### config.mk
export PLATFORM = sky130hd
export DESIGN_NAME = booth_signed_multiplier_top
export DESIGN_NICKNAME = d
export VERILOG_FILES = /design/src/sv/bsm_pkg.sv /design/src/sv/bsm_datapath.sv /design/src/sv/bsm_ctrl.sv /design/src/sv/booth_signed_multiplier_top.sv
export SDC_FILE = /design/constraint.sdc
export NUM_CORES = 1
export LEC_CHECK = 0
export ABC_AREA = 1
export BUFFER_PORTS_ARGS = -buffer_cell sky130_fd_sc_hd__buf_2
export CAP_MARGIN = 20
export CORE_MARGIN = 5
export CORE_UTILIZATION = 54
export CTS_CLUSTER_SIZE = 12
export DETAILED_ROUTE_END_ITERATION = 6
export PLACE_DENSITY = 0.8
export SLEW_MARGIN = 40
export SYNTH_ARGS = -nofsm -noshare
export SYNTH_HDL_FRONTEND = slang
export SYNTH_SLANG_ARGS = --single-unit
export TNS_END_PERCENT = 1
### constraint.sdc
create_clock -name i_clk -period 4.1 [get_ports i_clk]
set_input_delay 0.205 -clock i_clk [delete_from_list [all_inputs] [get_ports i_clk]]
set_output_delay 0.205 -clock i_clk [all_outputs]
set_load 0.01 [all_outputs]
### src/sv/bsm_pkg.sv
// Shared types and constants for the radix-2 Booth signed multiplier.
`default_nettype none

package bsm_pkg;

    // Fixed widths of the ports.
    localparam int OPND_W = 16;
    localparam int PROD_W = 32;
    localparam int CFG_W  = 5;

    // Default operand width limit and reset value of the width register.
    localparam int               MAX_WIDTH_DEF = 16;
    localparam logic [CFG_W-1:0] CFG_RESET     = 5'd16;

    // Booth recoding of the pair {current multiplier bit, previous bit}.
    localparam logic [1:0] BOOTH_SUB = 2'b10;
    localparam logic [1:0] BOOTH_ADD = 2'b01;

    typedef enum logic [1:0] {
        ST_IDLE,
        ST_CALC,
        ST_DONE
    } t_state;

    // Commands from the controller to the datapath.
    typedef struct packed {
        logic load;
        logic step;
        logic out_load;
    } t_dp_cmd;

endpackage

`default_nettype wire

### src/sv/bsm_datapath.sv
// Datapath of the Booth multiplier: width register, accumulator, shift register, result.
`default_nettype none

module bsm_datapath #(
    parameter int MAX_WIDTH = bsm_pkg::MAX_WIDTH_DEF
) (
    input  wire                          i_clk,
    input  wire                          i_rst_n,
    input  wire                          i_cfg_we,
    input  wire  [bsm_pkg::CFG_W-1:0]    i_cfg_data,
    input  wire  bsm_pkg::t_dp_cmd       i_cmd,
    input  wire  [bsm_pkg::OPND_W-1:0]   i_multiplicand,
    input  wire  [bsm_pkg::OPND_W-1:0]   i_multiplier,
    output logic signed [bsm_pkg::PROD_W-1:0] o_product
);
    import bsm_pkg::*;

    localparam int W  = MAX_WIDTH;
    localparam int AW = W + 1;
    localparam int PW = 2 * W + 1;
    localparam logic [5:0] W_LIM = 6'(W);

    logic [CFG_W-1:0]        r_width;
    logic [AW-1:0]           r_acc, n_acc;
    logic [AW-1:0]           r_m,   n_m;
    logic [W-1:0]            r_q,   n_q;
    logic                    r_prev, n_prev;
    logic signed [PROD_W-1:0] r_product;

    logic [5:0]        n_eff;
    logic [W-1:0]      mcand_z, mplier_z, mcand_x, mplier_x;
    logic              mcand_sgn, mplier_sgn;
    logic [AW-1:0]     sum;
    logic signed [PW-1:0] full;

    always_ff @(posedge i_clk) begin
        if (!i_rst_n) begin
            r_width <= CFG_RESET;
        end else if (i_cfg_we) begin
            r_width <= i_cfg_data;
        end
    end

    // Effective operand width: zero counts as one, large values saturate.
    always_comb begin
        if (r_width == '0) begin
            n_eff = 6'd1;
        end else if ({1'b0, r_width} > W_LIM) begin
            n_eff = W_LIM;
        end else begin
            n_eff = {1'b0, r_width};
        end
    end

    // Sign-extend both operands from the effective width to the full width.
    // The Booth pass then always runs over all W bits and gives the same product.
    always_comb begin
        mcand_z    = W'(i_multiplicand);
        mplier_z   = W'(i_multiplier);
        mcand_sgn  = 1'b0;
        mplier_sgn = 1'b0;
        for (int i = 0; i < W; i++) begin
            if (6'(i) == n_eff - 6'd1) begin
                mcand_sgn  = mcand_z[i];
                mplier_sgn = mplier_z[i];
            end
        end
        for (int i = 0; i < W; i++) begin
            mcand_x[i]  = (6'(i) < n_eff) ? mcand_z[i]  : mcand_sgn;
            mplier_x[i] = (6'(i) < n_eff) ? mplier_z[i] : mplier_sgn;
        end
    end

    always_comb begin
        case ({r_q[0], r_prev})
            BOOTH_SUB: sum = r_acc - r_m;
            BOOTH_ADD: sum = r_acc + r_m;
            default:   sum = r_acc;
        endcase
    end

    always_comb begin
        n_acc  = r_acc;
        n_m    = r_m;
        n_q    = r_q;
        n_prev = r_prev;
        if (i_cmd.load) begin
            n_acc  = '0;
            n_m    = {mcand_x[W-1], mcand_x};
            n_q    = mplier_x;
            n_prev = 1'b0;
        end else if (i_cmd.step) begin
            n_acc  = {sum[AW-1], sum[AW-1:1]};
            n_q    = {sum[0], r_q[W-1:1]};
            n_prev = r_q[0];
        end
    end

    assign full = $signed({r_acc, r_q});

    always_ff @(posedge i_clk) begin
        r_acc  <= n_acc;
        r_m    <= n_m;
        r_q    <= n_q;
        r_prev <= n_prev;
        if (i_cmd.out_load) begin
            r_product <= PROD_W'(full);
        end
    end

    assign o_product = r_product;

endmodule

`default_nettype wire

### src/sv/bsm_ctrl.sv
// Controller of the Booth multiplier: state machine, step counter and result valid.
`default_nettype none

module bsm_ctrl #(
    parameter int MAX_WIDTH = bsm_pkg::MAX_WIDTH_DEF
) (
    input  wire                    i_clk,
    input  wire                    i_rst_n,
    input  wire                    i_in_valid,
    output logic                   o_in_ready,
    output logic                   o_out_valid,
    input  wire                    i_out_ready,
    output bsm_pkg::t_dp_cmd       o_cmd
);
    import bsm_pkg::*;

    localparam int            CNT_W = $clog2(MAX_WIDTH);
    localparam logic [CNT_W-1:0] LAST = CNT_W'(MAX_WIDTH - 1);

    t_state           r_state, n_state;
    logic [CNT_W-1:0] r_cnt,   n_cnt;
    logic             r_out_valid, n_out_valid;
    logic             out_free;
    logic             in_ready;
    t_dp_cmd          cmd;

    assign out_free = !r_out_valid || i_out_ready;

    // Output decode.
    always_comb begin
        in_ready     = 1'b0;
        cmd.step     = 1'b0;
        cmd.out_load = 1'b0;
        case (r_state)
            ST_IDLE: begin
                in_ready = 1'b1;
            end
            ST_CALC: begin
                cmd.step = 1'b1;
            end
            ST_DONE: begin
                in_ready     = out_free;
                cmd.out_load = out_free;
            end
            default: begin
                in_ready = 1'b0;
            end
        endcase
        cmd.load = i_in_valid && in_ready;
    end

    // Next state.
    always_comb begin
        n_state = r_state;
        case (r_state)
            ST_IDLE: begin
                if (i_in_valid) n_state = ST_CALC;
            end
            ST_CALC: begin
                if (r_cnt == LAST) n_state = ST_DONE;
            end
            ST_DONE: begin
                if (out_free) n_state = i_in_valid ? ST_CALC : ST_IDLE;
            end
            default: begin
                n_state = ST_IDLE;
            end
        endcase
    end

    always_comb begin
        n_cnt = r_cnt;
        if (cmd.load) begin
            n_cnt = '0;
        end else if (cmd.step) begin
            n_cnt = r_cnt + CNT_W'(1);
        end
        n_out_valid = r_out_valid;
        if (cmd.out_load) begin
            n_out_valid = 1'b1;
        end else if (i_out_ready) begin
            n_out_valid = 1'b0;
        end
    end

    always_ff @(posedge i_clk) begin
        if (!i_rst_n) begin
            r_state     <= ST_IDLE;
            r_cnt       <= '0;
            r_out_valid <= 1'b0;
        end else begin
            r_state     <= n_state;
            r_cnt       <= n_cnt;
            r_out_valid <= n_out_valid;
        end
    end

    assign o_in_ready  = in_ready;
    assign o_out_valid = r_out_valid;
    assign o_cmd       = cmd;

    // A new beat must never overwrite operands of a product still in progress.
    a_no_load_in_calc: assert property (@(posedge i_clk) disable iff (!i_rst_n)
        r_state == ST_CALC |-> !cmd.load)
        else $error("operand load during Booth steps");

    a_load_starts: assert property (@(posedge i_clk) disable iff (!i_rst_n)
        cmd.load |=> (r_state == ST_CALC && r_cnt == '0))
        else $error("load did not start a fresh pass");

    a_last_step: assert property (@(posedge i_clk) disable iff (!i_rst_n)
        (r_state == ST_CALC && r_cnt == LAST) |=> r_state == ST_DONE)
        else $error("pass did not end after the last step");

    a_no_overwrite: assert property (@(posedge i_clk) disable iff (!i_rst_n)
        (r_out_valid && !i_out_ready) |-> !cmd.out_load)
        else $error("result overwritten before it was taken");

endmodule

`default_nettype wire

### src/sv/booth_signed_multiplier_top.sv
// Top level of the radix-2 Booth signed multiplier.
//
//  Channel  Direction  Handshake                 Payload
//  input    in         i_in_valid / o_in_ready   i_multiplicand, i_multiplier
//  result   out        o_out_valid / i_out_ready o_product
//  config   in         i_cfg_we                  i_cfg_data (operand width)
//
// Each beat loads its operands and then runs MAX_WIDTH add-and-shift steps on the
// shared adder; a new beat is taken only in the idle or done state, not while the
// steps of the previous beat run.
// Reset is synchronous, active low, and sets the operand width to 16.
// A result not taken sits in the output register; the next beat is still taken
// and computed, and only waits at its end until that register is free.
`default_nettype none

module booth_signed_multiplier_top #(
    parameter int MAX_WIDTH = bsm_pkg::MAX_WIDTH_DEF
) (
    input  wire                               i_clk,
    input  wire                               i_rst_n,
    input  wire                               i_cfg_we,
    input  wire  [bsm_pkg::CFG_W-1:0]         i_cfg_data,
    input  wire                               i_in_valid,
    output logic                              o_in_ready,
    input  wire  [bsm_pkg::OPND_W-1:0]        i_multiplicand,
    input  wire  [bsm_pkg::OPND_W-1:0]        i_multiplier,
    output logic                              o_out_valid,
    input  wire                               i_out_ready,
    output logic signed [bsm_pkg::PROD_W-1:0] o_product
);
    import bsm_pkg::*;

    t_dp_cmd cmd;

    bsm_ctrl #(
        .MAX_WIDTH (MAX_WIDTH)
    ) u_ctrl (
        .i_clk       (i_clk),
        .i_rst_n     (i_rst_n),
        .i_in_valid  (i_in_valid),
        .o_in_ready  (o_in_ready),
        .o_out_valid (o_out_valid),
        .i_out_ready (i_out_ready),
        .o_cmd       (cmd)
    );

    bsm_datapath #(
        .MAX_WIDTH (MAX_WIDTH)
    ) u_datapath (
        .i_clk          (i_clk),
        .i_rst_n        (i_rst_n),
        .i_cfg_we       (i_cfg_we),
        .i_cfg_data     (i_cfg_data),
        .i_cmd          (cmd),
        .i_multiplicand (i_multiplicand),
        .i_multiplier   (i_multiplier),
        .o_product      (o_product)
    );

endmodule

`default_nettype wire
* After elaboration in Yosys (flattened, before gate mapping) *
Index checks and enable logic that the tools add are counted.

word-level totals
  word-level logic and storage cells = 143
  flip-flop bits (word level) = 93

cells by class
  equality and inequality tests = 23
  muxes and demuxes = 79
  bitwise operators = 1
  $add $sub $neg = 4
  reductions and logical operators = 10
  magnitude comparators = 17

operators with widths
  operator                                                    count
  2-to-1 mux 1 bit                                            69
  equality test 4 x 6 -> 1 bit (first input constant)         8
  less-than comparator 4 x 6 -> 1 bit (first input constant)  8
  case mux 17 bit (2 select lines)                            1
  2-to-1 mux 16 bit                                           2
  equality test 3 x 6 -> 1 bit (first input constant)         4
  less-than comparator 3 x 6 -> 1 bit (first input constant)  4
  adder 16 x 16 -> 17 bit                                     1
  subtractor 16 x 16 -> 17 bit                                1
  equality test 2 x 6 -> 1 bit (first input constant)         2
  less-than comparator 1 x 6 -> 1 bit (first input constant)  2
  less-than comparator 2 x 6 -> 1 bit (first input constant)  2
  equality test 1 x 6 -> 1 bit (first input constant)         1
  logical NOT 6 bit                                           1
  2-to-1 mux 2 bit                                            3
  2-to-1 mux 6 bit                                            1
  case mux 2 bit (3 select lines)                             1
  subtractor 6 x 1 -> 6 bit (second input constant)           1
  > comparator 5 bit (second input constant)                  1
  logical NOT 5 bit                                           1
  2-to-1 mux 5 bit                                            1
  adder 4 x 1 -> 4 bit (second input constant)                1
  equality test 2 x 1 -> 1 bit (second input constant)        2
  equality test 2 bit (second input constant)                 2
  12 further kinds                                            14

* Longest topological paths before layout *
  depth in word-level cells = 23
  mapped depth = 22

* Hierarchy *
Synthesis repeated with hierarchy kept, for this count alone.

unflattened totals
  cell total of the unflattened synthesis = 642
  area, all modules = 5352.6 um^2

by module, submodules not included
  module        area an instance (um^2)  sequential area each (um^2)  cells an instance  instances
  bsm_datapath  4996.0                   2362.3                       589                1
  bsm_ctrl      356.6                    140.1                        53                 1

* Least setup slack after synthesis *
Ideal clock, no wire load.

  kind = register to register
  from = register u_ctrl.r_out_valid (netlist: u_ctrl.o_out_valid)
  to = register u_datapath.r_product[0] (netlist: u_datapath.o_product[0]), enable pin
  slack = 0.988 ns
  cell stages (with the launch flop) = 4
  clock period less this slack = 3.112 ns
  arrival = 2.651 ns
  path through = dfxtp_1 inv_1 nor2_1 nor3_1

RTL lines
  element                 line                 RTL
  start, declared         bsm_ctrl.sv:22       logic r_out_valid, n_out_valid;
  start signal, assigned  bsm_ctrl.sv:94       r_out_valid <= n_out_valid;
  end signal, assigned    bsm_datapath.sv:107  r_product <= PROD_W'(full);
  end, declared           bsm_datapath.sv:28   logic signed [PROD_W-1:0] r_product;

* Worst setup path after layout *
  from = register u_datapath.r_q[0]
  to = register u_datapath.r_acc[12]

between the ends
  longest elaborated chain between the ends = 2

RTL lines
  element                                                                     line                 RTL
  start, declared                                                             bsm_datapath.sv:26   logic [W-1:0] r_q, n_q;
  start signal, assigned                                                      bsm_datapath.sv:104  r_q <= n_q;
  equality test 2 x 1 -> 1 bit / equality test 2 bit (equally long branches)  bsm_datapath.sv:75   case ({r_q[0], r_prev})
  case mux 17 bit (2 select lines) (*)                                        bsm_datapath.sv:75
  end signal, assigned                                                        bsm_datapath.sv:102  r_acc <= n_acc;
  end, declared                                                               bsm_datapath.sv:24   logic [AW-1:0] r_acc, n_acc;

Mark *: on every way between the ends. The rest lies on a longest branch, timed or not.
A chain may end at the register's enable or synchronous reset.

==> metrics.log <==
[metrics] PortBufs: 75
[metrics] fraction of final layout cells with drive strength greater than 1: 18.0%
[metrics] worst-case register-to-register setup slack: 0.63 ns
[metrics] Worst Path Class, Setup: register to register
[metrics] Syn. warnings: 0
[metrics] peak supply drop: 208 uV
[metrics] DRC: 0
[metrics] most used cell along the critical path: nand2_1
[metrics] worst stage delay on the critical path: 0.44 ns
[metrics] post-synth design cell area: 5260 sq um
[metrics] TritonRoute pass-1 iters: 5
[metrics] CP Max Fanout: 10
[metrics] endpoint type of the worst setup path: register
[metrics] power density relative to cell area: 456 nW/um^2
[metrics] final worst path period need: 3.47 ns
[metrics] share of synthesized registers carrying an async set or reset: 0%
[metrics] via count of the first global-routing pass: 4,287
[metrics] DIE WIDTH: 109 um
[metrics] overall fraction of global-route tracks in use: 21.1%
[metrics] number of sinks handled by clock tree synthesis: 93
[metrics] crit path setup slack, layout: 0.625 ns
[metrics] number of flops mapped to enable cells by yosys: 64
[metrics] sequential fraction of the synthesis area: 47.6%
[metrics] final-stage net count: 770
[metrics] Core Region: 9640 sq um
[metrics] buffer and inverter count on the worst path: 2
[metrics] via count normalized by instance count: 5.32
[metrics] global-route wire length before repair: 19.6 mm
[metrics] remaining antenna violation count: 0
[metrics] outcome: completed
[metrics] kind of cell with the highest combined delay on the critical path: compound AO/OA/AOI/OAI gates
[metrics] dpl cell area: 5780 sq um
[metrics] Int Pwr: 1.71 mW
[metrics] sum of routed wire length over all layers: 12.1 mm
[metrics] CTS H-tree lvls: 3
[metrics] final weighted congestion in routability-driven placement: 0.975
[metrics] latest clock arrival within the worst-skew pair: 0.37 ns
[metrics] switching share of power: 37.0%
[metrics] sum of negative setup slack: 0 ns
[metrics] sum of net half-perimeters after detailed placement: 8.97 mm
[metrics] combinational power share: 33.1%
[metrics] most used cells in the layout excluding fill and tap cells: nand2_1 (137), buf_2 (75), inv_1 (73)
[metrics] NetSw: 1.01 mW
[metrics] Worst Min Path Start: i_multiplicand[0]
[metrics] post-route total power: 2.72 mW
[metrics] I/O Pins: 76
[metrics] share of the core filled with cells in the final layout: 61.8%
[metrics] root buf cell: clkbuf_8
[metrics] max-cap violation count: 0
[metrics] number of failing setup endpoints in the final timing report: 0
[metrics] syn_nets: 694
[metrics] largest net degree at the start of global routing: 32
[metrics] cell type of the slowest stage on the worst timing path: o21ai_0
[metrics] die height: 109 um
[metrics] sequential share of power: 45.6%
[metrics] hold path cells: 1
[metrics] number of distinct library cells after synthesis: 44
[metrics] launching element type of the critical path: register
[metrics] setup repair after global routing missed its margin: false
[metrics] via total after detailed routing: 4,504
[metrics] clk slew on worst S/H paths: 0.10 ns
[metrics] ANT cells: 0
[metrics] Inserted Clock Buffers: 9
[metrics] post-synthesis register bit count: 93
[metrics] initial antenna violation count: 0
[metrics] postcts setup bufs: 0
[metrics] hold violation count in the final report: 0
[metrics] die outline area: 11,800 sq um
[metrics] FF-to-FF Start: u_datapath.r_q[0]$_DFFE_PP_
[metrics] Highest Clock Rate: 0.288 GHz
[metrics] pins over their slew limit: 0
[metrics] worst flop-to-flop path endpoint: u_datapath.r_acc[12]$_SDFFE_PP0P_
[metrics] required arrival time at the worst endpoint: 4.34 ns
[metrics] Iteration-0 DRC Markers: 217
[metrics] Clock Skew: 0.0134 ns
[metrics] Setup Slack @ Placement: 0.784 ns
[metrics] clock network power share: 21.3%
[metrics] worst hold path class: input port to register
[metrics] final standard cell area without fillers: 5960 sq um
[metrics] initial core utilization: 54.6%
[metrics] path depth of the worst reg2reg path: 18
[metrics] Avg WL per Cell: 14.3 um
[metrics] CP Data Arrival Time: 3.72 ns
[metrics] most instantiated flip-flop cell in the synthesis netlist: edfxtp_1
[metrics] ordered list of cells on the worst path: inv_1, ha_1, clkinv_1, o21ai_0, ha_1, a21oi_1, nand2_1, nand2_1, o211ai_1, a21oi_1, o21ai_1, a21oi_1, o21bai_1, nand2_1, nand3_1, nand3_1, nand2_1, o21ai_1
[metrics] synthesis-to-finish area growth: 13.3%
[metrics] Tcrit/Tclk final: 84.8%
[metrics] total congestion overflow: 0
[metrics] pin slew with the least headroom to its limit: 0.736 ns
[metrics] post-synthesis area per instance: 8.32 sq um
[metrics] most common cell after layout, fill and taps aside: nand2_1
[metrics] post-synthesis cell count: 632
[metrics] Gates resized, CTS repair: 0
[metrics] number of hold buffers added after CTS: 0
[metrics] max_slew headroom: 51.0%
[metrics] clock tree from TritonCTS: done
[metrics] standard-cell rows: 36
[metrics] capture endpoint of the worst hold path: u_datapath.r_m[0]$_DFFE_PP_
[metrics] worst-case clock buffer depth: 2
[metrics] leak pwr: 2.69 nW
-- worst max-delay path by stage --
stage / to / start / slack [ns] / cells past startpoint
2_1_floorplan: u_datapath.o_product[0]$_DFFE_PP_ / u_ctrl.o_out_valid$_SDFFE_PN0P_ / 0.99 / 3
3_3_place_gp: u_datapath.r_acc[15]$_SDFFE_PP0P_ / u_datapath.r_m[0]$_DFFE_PP_ / 0.82 / 18
3_5_place_dp: u_datapath.r_acc[15]$_SDFFE_PP0P_ / u_datapath.r_m[0]$_DFFE_PP_ / 0.78 / 18
4_1_cts: u_datapath.r_acc[12]$_SDFFE_PP0P_ / u_datapath.r_q[0]$_DFFE_PP_ / 0.65 / 18
5_1_grt: u_datapath.r_acc[15]$_SDFFE_PP0P_ / u_datapath.r_m[0]$_DFFE_PP_ / 0.19 / 18
6_report: u_datapath.r_acc[12]$_SDFFE_PP0P_ / u_datapath.r_q[0]$_DFFE_PP_ / 0.63 / 18
-- sequential cells by signal, summed over array words and instances, names as in the netlist --
| name | flops |
|---|---|
| u_ctrl.o_out_valid | 1 |
| u_ctrl.r_cnt | 4 |
| u_ctrl.r_state | 2 |
| u_datapath.o_product | 32 |
| u_datapath.r_acc | 16 |
| u_datapath.r_m | 16 |
| u_datapath.r_prev | 1 |
| u_datapath.r_q | 16 |
| u_datapath.r_width | 5 |
-- stage by stage --
stage	hold WS (ns)	instances
6_report	0.0308	846
2_1_floorplan	0.305	632
3_5_place_dp	0.414	830
3_3_place_gp	0.412	830
4_1_cts	0.0246	846
5_1_grt	0.0165	846
-- power by group through the flow --
stage	sequential, mW	clock (mW)	combinational [mW]
detailed placement	1.26	0	0.874
global placement	1.25	0	0.855
CTS	1.24	0.586	0.888
global route	1.25	0.628	1.02
finish	1.24	0.579	0.899
floorplan	1.23	0	0.696
-- layer usage --
metal,track usage (%),vias up,wire [um]
li1,-,2279,-
met1,26.2,2027,5120
met2,35.8,166,5790
met3,3.14,32,742
met4,10.7,0,405
met5,0,-,0
-- cell families (layout without fill, tap and decap cells) --
family,count (synthesis),in the layout,share of synthesized area (%)
AOI/OAI and AO/OA,141,141,14.2
xor gates and xnor gates,25,25,4.16
adders and majority gates,20,20,4.90
buffers and inverters,96,177,6.87
DFF,93,93,47.6
and+or+nand+nor,257,257,22.3
-- cells in the mapped netlist (all sizes together), types with 2 or more instances --
cell type	count	area, sq um
o211ai	3	22.5
a21oi	61	309
nand3	24	155
inv	82	308
nor2	56	243
nand2	149	604
xor2	19	166
xnor2	6	52.6
edfxtp	64	1920
o31ai	3	22.5
nor3b	2	15.0
ha	19	238
nor4	2	12.5
clkinv	2	7.51
o21ai	64	320
nor3	11	60.1
o21a	2	15.0
or2	2	12.5
and2	2	12.5
dfxtp	29	581
nand4	8	50.1
clkbuf	11	41.3
-- worst reg2reg max path, cell delays in order, from the launching register on --
cell and delay, ns:
edfxtp_1 0.41, inv_1 0.07, ha_1 0.32, clkinv_1 0.30
o21ai_0 0.44, ha_1 0.29, a21oi_1 0.10, nand2_1 0.14
nand2_1 0.09, o211ai_1 0.19, a21oi_1 0.12, o21ai_1 0.22
a21oi_1 0.10, o21bai_1 0.20, nand2_1 0.09, nand3_1 0.07
nand3_1 0.08, nand2_1 0.07, o21ai_1 0.05
-- final cells by class --
cell class / count / area, sq um
fillers: 866 / 3680
flip-flops and latches: 93 / 2500
multi-input cells: 443 / 2400
repair buffers: 77 / 390
inverters: 84 / 315
well taps: 133 / 166
clock buffers: 10 / 128
clock inverters: 6 / 55.1
Power figures use the tool's default switching activity.
